`src/rtl/iutt_pkg.sv`:
```
// Shared types and constants for the interval update timer table.
// No dependencies; the front end, queue, engine, top, checker and testbench import it.
package iutt_pkg;

  localparam int KEY_W       = 16;
  localparam int TIME_W      = 32;
  localparam int MAX_REPORTS = 16;
  localparam int REP_W       = $clog2(MAX_REPORTS + 1);
  localparam int QDEPTH      = 2;
  localparam int QAW         = $clog2(QDEPTH);

  localparam logic [1:0] OP_REG   = 2'd0;
  localparam logic [1:0] OP_UNREG = 2'd1;
  localparam logic [1:0] OP_TICK  = 2'd2;

  typedef enum logic [2:0] {
    ST_UPDATED    = 3'd0,
    ST_ADDED      = 3'd1,
    ST_FULL       = 3'd2,
    ST_REMOVED    = 3'd3,
    ST_NOT_FOUND  = 3'd4,
    ST_FIRED      = 3'd5,
    ST_NONE_FIRED = 3'd6
  } status_t;

  typedef enum logic [1:0] {
    CMD_REG,
    CMD_UNREG,
    CMD_TICK
  } cmd_kind_t;

  typedef struct packed {
    cmd_kind_t          kind;
    logic [KEY_W-1:0]   key;
    logic [TIME_W-1:0]  arg;
  } cmd_t;

  typedef struct packed {
    logic [KEY_W-1:0]   key;
    logic [TIME_W-1:0]  period;
    logic [TIME_W-1:0]  elapsed;
  } entry_t;

endpackage

```
`src/rtl/iutt_if.sv`:
```
// Request and response channel interfaces of the timer table.
// Plain valid/ready channels; widths follow the request and response words.
interface iutt_in_if;
  logic        valid;
  logic        ready;
  logic [1:0]  op;
  logic [15:0] client_key;
  logic [31:0] period;
  logic [31:0] delta;

  modport source (output valid, output op, output client_key, output period,
                  output delta, input ready);
  modport sink   (input valid, input op, input client_key, input period,
                  input delta, output ready);
endinterface

interface iutt_out_if;
  logic        valid;
  logic        ready;
  logic [2:0]  status;
  logic [15:0] fired_key;
  logic [31:0] elapsed;
  logic        last;

  modport source (output valid, output status, output fired_key, output elapsed,
                  output last, input ready);
  modport sink   (input valid, input status, input fired_key, input elapsed,
                  input last, output ready);
endinterface

```
`src/rtl/iutt_ram.sv`:
```
// Generic single-write, single-read RAM with registered read data.
// No dependencies.
module iutt_ram #(
  parameter  int WIDTH = 80,
  parameter  int DEPTH = 16,
  localparam int AW    = (DEPTH > 1) ? $clog2(DEPTH) : 1
) (
  input  logic             clk,
  input  logic             we,
  input  logic [AW-1:0]    waddr,
  input  logic [WIDTH-1:0] wdata,
  input  logic [AW-1:0]    raddr,
  output logic [WIDTH-1:0] rdata
);

  logic [WIDTH-1:0] mem [DEPTH];

  always_ff @(posedge clk) begin
    if (we) begin
      mem[waddr] <= wdata;
    end
    rdata <= mem[raddr];
  end

endmodule

```
`src/rtl/iutt_front.sv`:
```
// Front end: accepts request words, drops unused op codes, builds commands.
// Depends on iutt_pkg and iutt_in_if.
module iutt_front (
  iutt_in_if.sink          req,
  output logic             push_valid,
  output iutt_pkg::cmd_t   push_data,
  input  logic             push_ready
);
  import iutt_pkg::*;

  assign req.ready = push_ready;

  always_comb begin
    push_valid     = req.valid;
    push_data.key  = req.client_key;
    push_data.arg  = (req.op == OP_TICK) ? req.delta : req.period;
    push_data.kind = CMD_REG;
    unique case (req.op)
      OP_REG:   push_data.kind = CMD_REG;
      OP_UNREG: push_data.kind = CMD_UNREG;
      OP_TICK:  push_data.kind = CMD_TICK;
      default:  push_valid     = 1'b0;
    endcase
  end

endmodule

```
`src/rtl/iutt_queue.sv`:
```
// Short command queue between the front end and the table engine.
// Depends on iutt_pkg.
module iutt_queue (
  input  logic           clk,
  input  logic           rst,
  input  logic           push_valid,
  output logic           push_ready,
  input  iutt_pkg::cmd_t push_data,
  output logic           pop_valid,
  input  logic           pop_ready,
  output iutt_pkg::cmd_t pop_data
);
  import iutt_pkg::*;

  cmd_t           slots [QDEPTH];
  logic [QAW-1:0] wptr;
  logic [QAW-1:0] rptr;
  logic [QAW:0]   fill;
  logic           do_push;
  logic           do_pop;

  assign push_ready = (fill != (QAW + 1)'(QDEPTH));
  assign pop_valid  = (fill != '0);
  assign pop_data   = slots[rptr];
  assign do_push    = push_valid && push_ready;
  assign do_pop     = pop_valid && pop_ready;

  always_ff @(posedge clk) begin
    if (do_push) begin
      slots[wptr] <= push_data;
    end
    if (rst) begin
      wptr <= '0;
      rptr <= '0;
      fill <= '0;
    end else begin
      if (do_push) begin
        wptr <= wptr + QAW'(1);
      end
      if (do_pop) begin
        rptr <= rptr + QAW'(1);
      end
      if (do_push && !do_pop) begin
        fill <= fill + (QAW + 1)'(1);
      end else if (do_pop && !do_push) begin
        fill <= fill - (QAW + 1)'(1);
      end
    end
  end

endmodule

```
`src/rtl/iutt_back.sv`:
```
// Table engine: walks the entry RAM for searches and ticks, emits response words.
// Depends on iutt_pkg, iutt_out_if and an external iutt_ram instance.
module iutt_back #(
  parameter  int ENTRIES = 16,
  localparam int AW      = (ENTRIES > 1) ? $clog2(ENTRIES) : 1
) (
  input  logic             clk,
  input  logic             rst,
  input  logic             pop_valid,
  output logic             pop_ready,
  input  iutt_pkg::cmd_t   pop_data,
  output logic             ram_we,
  output logic [AW-1:0]    ram_waddr,
  output iutt_pkg::entry_t ram_wdata,
  output logic [AW-1:0]    ram_raddr,
  input  iutt_pkg::entry_t ram_rdata,
  iutt_out_if.source       rsp
);
  import iutt_pkg::*;

  localparam int CW = $clog2(ENTRIES + 1);

  typedef enum logic [2:0] {S_IDLE, S_RD, S_EX, S_MV_RD, S_MV_EX, S_END} state_t;

  typedef struct packed {
    status_t            status;
    logic [KEY_W-1:0]   key;
    logic [TIME_W-1:0]  elapsed;
    logic               last;
  } res_t;

  function automatic res_t mk_res(status_t s, logic [KEY_W-1:0] k,
                                  logic [TIME_W-1:0] e, logic l);
    res_t r;
    r.status  = s;
    r.key     = k;
    r.elapsed = e;
    r.last    = l;
    return r;
  endfunction

  state_t            state;
  cmd_t              cur;
  logic [CW-1:0]     idx;
  logic [AW-1:0]     target;
  logic [CW-1:0]     count;
  logic [REP_W-1:0]  n;
  logic              pend_valid;
  logic [KEY_W-1:0]  pend_key;
  logic [TIME_W-1:0] pend_elapsed;
  logic              out_valid;
  res_t              out_res;

  logic              out_free;
  logic [TIME_W:0]   sum;
  logic [TIME_W-1:0] sat;
  logic              hit;
  logic              fire;
  logic              tick_stall;
  logic              has_room;

  assign out_free   = !out_valid || rsp.ready;
  assign sum        = {1'b0, ram_rdata.elapsed} + {1'b0, cur.arg};
  assign sat        = sum[TIME_W] ? '1 : sum[TIME_W-1:0];
  assign hit        = (ram_rdata.key == cur.key);
  assign fire       = (sat >= ram_rdata.period) && (n < REP_W'(MAX_REPORTS));
  assign tick_stall = fire && pend_valid && !out_free;
  assign has_room   = (count < CW'(ENTRIES));
  assign pop_ready  = (state == S_IDLE);
  assign ram_raddr  = idx[AW-1:0];

  assign rsp.valid     = out_valid;
  assign rsp.status    = out_res.status;
  assign rsp.fired_key = out_res.key;
  assign rsp.elapsed   = out_res.elapsed;
  assign rsp.last      = out_res.last;

  always_comb begin
    ram_we    = 1'b0;
    ram_waddr = idx[AW-1:0];
    ram_wdata = ram_rdata;
    case (state)
      S_EX: begin
        if (cur.kind == CMD_TICK) begin
          if (!tick_stall) begin
            ram_we            = 1'b1;
            ram_wdata.elapsed = fire ? '0 : sat;
          end
        end else if (cur.kind == CMD_REG && hit && out_free) begin
          ram_we           = 1'b1;
          ram_wdata.period = cur.arg;
        end
      end
      S_MV_EX: begin
        ram_we    = out_free;
        ram_waddr = target;
      end
      S_END: begin
        if (cur.kind == CMD_REG && has_room && out_free) begin
          ram_we            = 1'b1;
          ram_waddr         = count[AW-1:0];
          ram_wdata.key     = cur.key;
          ram_wdata.period  = cur.arg;
          ram_wdata.elapsed = '0;
        end
      end
      default: ram_we = 1'b0;
    endcase
  end

  always_ff @(posedge clk) begin
    if (rst) begin
      state      <= S_IDLE;
      count      <= '0;
      n          <= '0;
      pend_valid <= 1'b0;
      out_valid  <= 1'b0;
    end else begin
      if (out_valid && rsp.ready) begin
        out_valid <= 1'b0;
      end
      unique case (state)
        S_IDLE: begin
          if (pop_valid) begin
            cur        <= pop_data;
            idx        <= '0;
            n          <= '0;
            pend_valid <= 1'b0;
            state      <= S_RD;
          end
        end
        S_RD: begin
          state <= (idx < count) ? S_EX : S_END;
        end
        S_EX: begin
          case (cur.kind)
            CMD_TICK: begin
              if (!tick_stall) begin
                if (fire) begin
                  if (pend_valid) begin
                    out_valid <= 1'b1;
                    out_res   <= mk_res(ST_FIRED, pend_key, pend_elapsed, 1'b0);
                  end
                  pend_valid   <= 1'b1;
                  pend_key     <= ram_rdata.key;
                  pend_elapsed <= sat;
                  n            <= n + REP_W'(1);
                end
                idx   <= idx + CW'(1);
                state <= S_RD;
              end
            end
            CMD_REG: begin
              if (!hit) begin
                idx   <= idx + CW'(1);
                state <= S_RD;
              end else if (out_free) begin
                out_valid <= 1'b1;
                out_res   <= mk_res(ST_UPDATED, cur.key, '0, 1'b1);
                state     <= S_IDLE;
              end
            end
            CMD_UNREG: begin
              if (hit) begin
                target <= idx[AW-1:0];
                idx    <= count - CW'(1);
                state  <= S_MV_RD;
              end else begin
                idx   <= idx + CW'(1);
                state <= S_RD;
              end
            end
            default: state <= S_IDLE;
          endcase
        end
        S_MV_RD: begin
          state <= S_MV_EX;
        end
        S_MV_EX: begin
          if (out_free) begin
            count     <= count - CW'(1);
            out_valid <= 1'b1;
            out_res   <= mk_res(ST_REMOVED, cur.key, '0, 1'b1);
            state     <= S_IDLE;
          end
        end
        S_END: begin
          if (out_free) begin
            out_valid  <= 1'b1;
            pend_valid <= 1'b0;
            state      <= S_IDLE;
            case (cur.kind)
              CMD_REG: begin
                if (has_room) begin
                  count   <= count + CW'(1);
                  out_res <= mk_res(ST_ADDED, cur.key, '0, 1'b1);
                end else begin
                  out_res <= mk_res(ST_FULL, cur.key, '0, 1'b1);
                end
              end
              CMD_UNREG: out_res <= mk_res(ST_NOT_FOUND, cur.key, '0, 1'b1);
              CMD_TICK: begin
                if (pend_valid) begin
                  out_res <= mk_res(ST_FIRED, pend_key, pend_elapsed, 1'b1);
                end else begin
                  out_res <= mk_res(ST_NONE_FIRED, cur.key, '0, 1'b1);
                end
              end
              default: out_valid <= 1'b0;
            endcase
          end
        end
        default: state <= S_IDLE;
      endcase
    end
  end

  a_pend_only_tick: assert property (@(posedge clk) disable iff (rst)
    pend_valid |-> (cur.kind == CMD_TICK))
    else $error("pending report outside a tick");

  a_idle_no_pend: assert property (@(posedge clk) disable iff (rst)
    (state == S_IDLE) |-> !pend_valid)
    else $error("pending report left behind");

  a_append_room: assert property (@(posedge clk) disable iff (rst)
    (ram_we && state == S_END) |-> (count < CW'(ENTRIES)))
    else $error("append into a full table");

  a_count_step: assert property (@(posedge clk) disable iff (rst)
    (!$past(rst) && count != $past(count)) |->
      (count == $past(count) + CW'(1) || count == $past(count) - CW'(1)))
    else $error("entry count jumped");

  a_reports_cap: assert property (@(posedge clk) disable iff (rst)
    n <= REP_W'(MAX_REPORTS))
    else $error("report count beyond cap");

endmodule

```
`src/rtl/interval_update_timer_table_top.sv`:
```
// Top level of the interval update timer table.
// Depends on iutt_pkg, iutt_if, iutt_ram, iutt_front, iutt_queue and iutt_back.
//
// Usage:
//   req carries one request word per handshake: op (register, unregister,
//   tick), client_key, period and delta. Op code 3 is accepted and dropped.
//   rsp carries result words: status, fired_key, elapsed and last. Register
//   and unregister give one word; a tick gives one word per fired entry (at
//   most 16) in table order, or a single none-fired word; last marks the
//   final word of each request.
//   The front end feeds a two-deep command queue, so requests are taken while
//   the engine is busy or the receiver stalls, until the queue is full. The
//   engine handles one request at a time and walks the entry RAM through its
//   single read port, one entry after another with a read state and an
//   execute state for each: a search stops at a hit or at the end, a tick
//   visits every entry, and a removal moves the last entry into its slot.
//   A stalled receiver holds the engine once the output register and one
//   pending tick report are full. Reset empties the table (count to zero)
//   and the queue; the RAM needs no clearing pass.
module interval_update_timer_table_top #(
  parameter int ENTRIES = 16
) (
  input  logic       clk,
  input  logic       rst,
  iutt_in_if.sink    req,
  iutt_out_if.source rsp
);
  import iutt_pkg::*;

  localparam int AW = (ENTRIES > 1) ? $clog2(ENTRIES) : 1;

  logic          push_valid;
  logic          push_ready;
  cmd_t          push_data;
  logic          pop_valid;
  logic          pop_ready;
  cmd_t          pop_data;
  logic          ram_we;
  logic [AW-1:0] ram_waddr;
  entry_t        ram_wdata;
  logic [AW-1:0] ram_raddr;
  entry_t        ram_rdata;

  iutt_front u_front (
    .req        (req),
    .push_valid (push_valid),
    .push_data  (push_data),
    .push_ready (push_ready)
  );

  iutt_queue u_queue (
    .clk        (clk),
    .rst        (rst),
    .push_valid (push_valid),
    .push_ready (push_ready),
    .push_data  (push_data),
    .pop_valid  (pop_valid),
    .pop_ready  (pop_ready),
    .pop_data   (pop_data)
  );

  iutt_ram #(
    .WIDTH ($bits(entry_t)),
    .DEPTH (ENTRIES)
  ) u_ram (
    .clk   (clk),
    .we    (ram_we),
    .waddr (ram_waddr),
    .wdata (ram_wdata),
    .raddr (ram_raddr),
    .rdata (ram_rdata)
  );

  iutt_back #(
    .ENTRIES (ENTRIES)
  ) u_back (
    .clk       (clk),
    .rst       (rst),
    .pop_valid (pop_valid),
    .pop_ready (pop_ready),
    .pop_data  (pop_data),
    .ram_we    (ram_we),
    .ram_waddr (ram_waddr),
    .ram_wdata (ram_wdata),
    .ram_raddr (ram_raddr),
    .ram_rdata (ram_rdata),
    .rsp       (rsp)
  );

endmodule

```
`src/flat_wrapper.sv`:
```
// flat-port wrapper written by rule: the top's interface ports become plain ports
module interval_update_timer_table_top_flat import iutt_pkg::*;
#(
  parameter int ENTRIES = 16
)
  (clk, rst, req_valid, req_op, req_client_key, req_period, req_delta, req_ready, rsp_valid, rsp_status, rsp_fired_key, rsp_elapsed, rsp_last, rsp_ready);
  iutt_in_if req_i ();
  iutt_out_if rsp_i ();
  input  logic clk;
  input  logic rst;
  input wire logic [$bits(req_i.valid)-1:0] req_valid;
  input wire logic [$bits(req_i.op)-1:0] req_op;
  input wire logic [$bits(req_i.client_key)-1:0] req_client_key;
  input wire logic [$bits(req_i.period)-1:0] req_period;
  input wire logic [$bits(req_i.delta)-1:0] req_delta;
  output wire logic [$bits(req_i.ready)-1:0] req_ready;
  output wire logic [$bits(rsp_i.valid)-1:0] rsp_valid;
  output wire logic [$bits(rsp_i.status)-1:0] rsp_status;
  output wire logic [$bits(rsp_i.fired_key)-1:0] rsp_fired_key;
  output wire logic [$bits(rsp_i.elapsed)-1:0] rsp_elapsed;
  output wire logic [$bits(rsp_i.last)-1:0] rsp_last;
  input wire logic [$bits(rsp_i.ready)-1:0] rsp_ready;
  assign req_i.valid = req_valid;
  assign req_i.op = req_op;
  assign req_i.client_key = req_client_key;
  assign req_i.period = req_period;
  assign req_i.delta = req_delta;
  assign req_ready = req_i.ready;
  assign rsp_valid = rsp_i.valid;
  assign rsp_status = rsp_i.status;
  assign rsp_fired_key = rsp_i.fired_key;
  assign rsp_elapsed = rsp_i.elapsed;
  assign rsp_last = rsp_i.last;
  assign rsp_i.ready = rsp_ready;
  interval_update_timer_table_top #(.ENTRIES(ENTRIES)) u_core (.clk(clk), .rst(rst), .req(req_i), .rsp(rsp_i));
endmodule
```
`config.mk`:
```
export PLATFORM = sky130hd
export DESIGN_NAME = interval_update_timer_table_top_flat
export DESIGN_NICKNAME = d
export VERILOG_FILES = /design/src/rtl/iutt_pkg.sv /design/src/rtl/iutt_if.sv /design/src/rtl/iutt_ram.sv /design/src/rtl/iutt_front.sv /design/src/rtl/iutt_queue.sv /design/src/rtl/iutt_back.sv /design/src/rtl/interval_update_timer_table_top.sv /design/src/flat_wrapper.sv
export SDC_FILE = /design/constraint.sdc
export NUM_CORES = 2
export LEC_CHECK = 0
export BUFFER_PORTS_ARGS = -buffer_cell sky130_fd_sc_hd__buf_2
export CORE_ASPECT_RATIO = 1.4
export CORE_MARGIN = 1.5
export CORE_UTILIZATION = 35
export DETAILED_ROUTE_END_ITERATION = 6
export MAX_ROUTING_LAYER = met4
export PLACE_DENSITY = 0.57
export RECOVER_POWER = 25
export SKIP_CTS_REPAIR_TIMING = 1
export SLEW_MARGIN = 10
export SYNTH_ARGS = -nofsm -noshare
export SYNTH_HDL_FRONTEND = slang
export SYNTH_SLANG_ARGS = --single-unit
```
`constraint.sdc`:
```
create_clock -name clk -period 8.9 [get_ports clk]
set_input_delay 1.335 -clock clk [delete_from_list [all_inputs] [get_ports clk]]
set_output_delay 1.335 -clock clk [all_outputs]
set_load 0.02 [all_outputs]
```
==> qor.csv <==
metric,value,unit
HP Class,register to register,
#FFs+latches synth,1638,
Critical Path Start,u_core.u_back.cur[0]$_DFFE_PP_,
total net switching power,6.754,mW
Syn. warnings,0,
post-synthesis adder-cell area fraction,1.556,%
Reg area,0.04820,mm2
Synth cell types,67,
Cells after Synth,3042,
final setup fails,0,
I/O pin count,140,
# Max-Cap Violations,17,
top-count cell post-synth,edfxtp_1,
Worst Path Max Fanout,57,
first-pass GRT wire length,222000,um
GR Util All Layers,17.07,%
largest family of logic cells by synthesized area,multiplexers,
Worst slew margin,-203.9,%
gp weighted congestion,0.8499,
H-tree depth,4,
CTS root buf,clkbuf_16,
clk_lat worst skew,0.80,ns
CP endpoint kind,register,
CP Data Required Time,9.31,ns
chip width,364.4,um
Compound-Gate Fraction of Synth Area,2.588,%
max-slew violation count,908,
Max Fclk,123.7,MHz
predominant post-synthesis flop cell,edfxtp_1,
area share of the largest cell type after synthesis,72.21,%
final hold viol count,0,
RR Startpoint,u_core.u_back.cur[0]$_DFFE_PP_,
vias per inst,5.212,
number of synthesized flops with an enable pin,1539,
# DRC,0,
Net Sw Frac,29.44,%
Flop pwr share,45.5,%
total congestion overflow,0,
Clock transition at path regs,0.07,ns
number of global-route vias before repair,31453,
Layout Nets,3421,
Synthesized Nets,3207,
drt first pass iters,5,
Min Hold Slack,0.4745,ns
"top cells by count, synth","edfxtp_1, mux4_2, mux2_2",
Die Y,509.0,um
unrepaired setup endpoints after global routing,false,
Power per Cell Area,313.7,mW/mm2
mux share of post-synthesis cell area,16.14,%
Layout area overhead,14.30,%
Rows,185,
failing checks,"max-capacitance violations, max-slew violations",
IO buf count,139,
fin crit period,8.086,ns
Starting Density,35.27,%
layout cells sized above 1,24.80,%
Post-Layout Cell Count,5823,
core area,0.1815,mm2
largest net degree at the start of global routing,109,
fill cell count,16141,
Setup TNS Final,0,ns
DP HPWL,87840,um
period utilization,90.86,%
DRT antenna net count,0,
1st-iter DRT viols,2772,
slew of the pin with the lowest slew margin,4.558,ns
Detailed Route WL,152600,um
critical path class,register to register,
final core occ,40.31,%
synth top area cells,"edfxtp_1, mux4_2, dfxtp_1, mux2_2, ha_1",
largest area contributor in the netlist,edfxtp_1,
Leak,23.10,nW
Async SR Flop Fraction,0,%
XOR/XNOR share of the synthesized area,0.7801,%
Int Power,16.19,mW
Comb power frac,24.5,%
clock tree buffer depth,3,
clock sinks,1638,
Avg Inst Size Synth,21.04,um2
Max Clock Skew,0.02918,ns
register area share after synthesis,75.31,%
status,finished with violations,
Synth Area in Simple Gates,2.491,%
die area,0.1855,mm2
Vias,30351,
hold_sp,u_core.u_ram.rdata[68]$_DFF_P_,
initial antenna violation count,11,
mean routed wirelength per cell,26.20,um
CP startpoint kind,register,
Mapped Area,0.06400,mm2
multi-input logic area,0.01527,mm2
Num CTS Buffers,158,
Total Power,22.95,mW
placed cells,5527,
TritonCTS clock tree,done,
clock power share,30.0,%
maximum VDD drop,0.2152,mV
Crit path arrival time,8.50,ns
-- logic make-up after synthesis --
logic type	after synthesis
simple gates	320
fa+ha+maj	79
flops	1638
mux	518
buf+inv	191
xor+xnor	57
compound gates	239
-- worst max-delay path: stages (launching register included) --
cell	delay [ns]
edfxtp_1	0.40
ha_1	0.26
fa_1	0.46
a211oi_2	0.24
o21ai_2	0.12
o21ai_0	0.62
a21oi_1	0.17
nor3_2	0.34
a31oi_1	0.19
a221o_1	0.63
buf_4	0.32
or2_1	0.28
ha_1	0.30
a21o_1	0.16
nand3_1	0.09
a21oi_1	0.08
o21bai_1	0.25
a21o_1	0.25
a31oi_4	0.21
a32oi_1	0.40
o211ai_1	0.40
nor2_4	0.94
buf_12	0.47
-- placed cells by master (no fill, tap or decap), drive strengths merged, types with 56 or more instances in the layout --
master / n
a21oi: 70
buf: 112
clkbuf: 304
dfxtp: 99
edfxtp: 1539
ha: 78
inv: 60
mux2: 114
mux4: 400
nand2: 103
nor2: 56
-- state kept, by name, indices dropped and copies added (netlist names), 2 cells and up --
signal and cells:
u_core.u_back.pend_elapsed 32, u_core.u_back.target 4, u_core.u_queue.fill 2, u_core.u_back.pend_key 16
u_core.u_back.rsp.fired_key 16, u_core.u_ram.mem 1280, u_core.u_back.idx 5, u_core.u_back.cur 50
u_core.u_back.state 3, u_core.u_back.n 5, u_core.u_back.rsp.elapsed 32, u_core.u_back.rsp.status 3
u_core.u_queue.slots 100, u_core.u_ram.rdata 80, u_core.u_back.count 5
-- metrics by stage --
| step | setup slack, ns | area, um2 |
|---|---|---|
| 4_1_cts | 1.187 | 73350 |
| 3_5_place_dp | 1.236 | 67990 |
| 6_report | 0.8135 | 73150 |
| 5_1_grt | 0.4406 | 73150 |
| 2_1_floorplan | 0.6913 | 64000 |
| 3_3_place_gp | 1.387 | 67990 |
-- power by group through the flow --
stage | Clock, mW | Combinational (mW) | Sequential [mW]
global placement | 0 | 5.57 | 10.6
detailed placement | 0 | 5.62 | 10.6
finish | 6.87 | 5.63 | 10.4
global route | 7.30 | 6.19 | 10.5
floorplan | 0 | 3.90 | 10.4
CTS | 7.03 | 5.64 | 10.4
-- metal layers --
| metal | track usage (%) | up-vias | wire length, um |
|---|---|---|---|
| met3 | 2.668 | 203 | 8200 |
| li1 | - | 12983 | - |
| met1 | 22.07 | 16228 | 63750 |
| met4 | 4.578 | 0 | 3544 |
| met2 | 28.05 | 937 | 77090 |
| met5 | - | - | 0 |
-- final timing paths --
path	to	slack, ns	cells after the start
worst max-delay path	u_core.u_ram.mem[10][54]$_DFFE_PP_	0.81	22
worst min-delay path	u_core.u_back.pend_key[4]$_DFFE_PP_	0.47	0
worst max register to register	u_core.u_ram.mem[10][54]$_DFFE_PP_	0.81	22
worst min register to register	u_core.u_back.pend_key[4]$_DFFE_PP_	0.47	0
-- cell type report --
| type | count | share of cell area (%) |
|---|---|---|
| sequential | 1638 | 65.88 |
| tap | 2431 | 4.158 |
| clock buffer | 221 | 6.015 |
| inverter | 50 | 0.2566 |
| multi-input combinational | 1213 | 20.87 |
| timing repair buffer | 195 | 1.509 |
| clock inverter | 74 | 1.305 |
| antenna | 1 | 0.003421 |
Power figures use the tool's default switching activity.
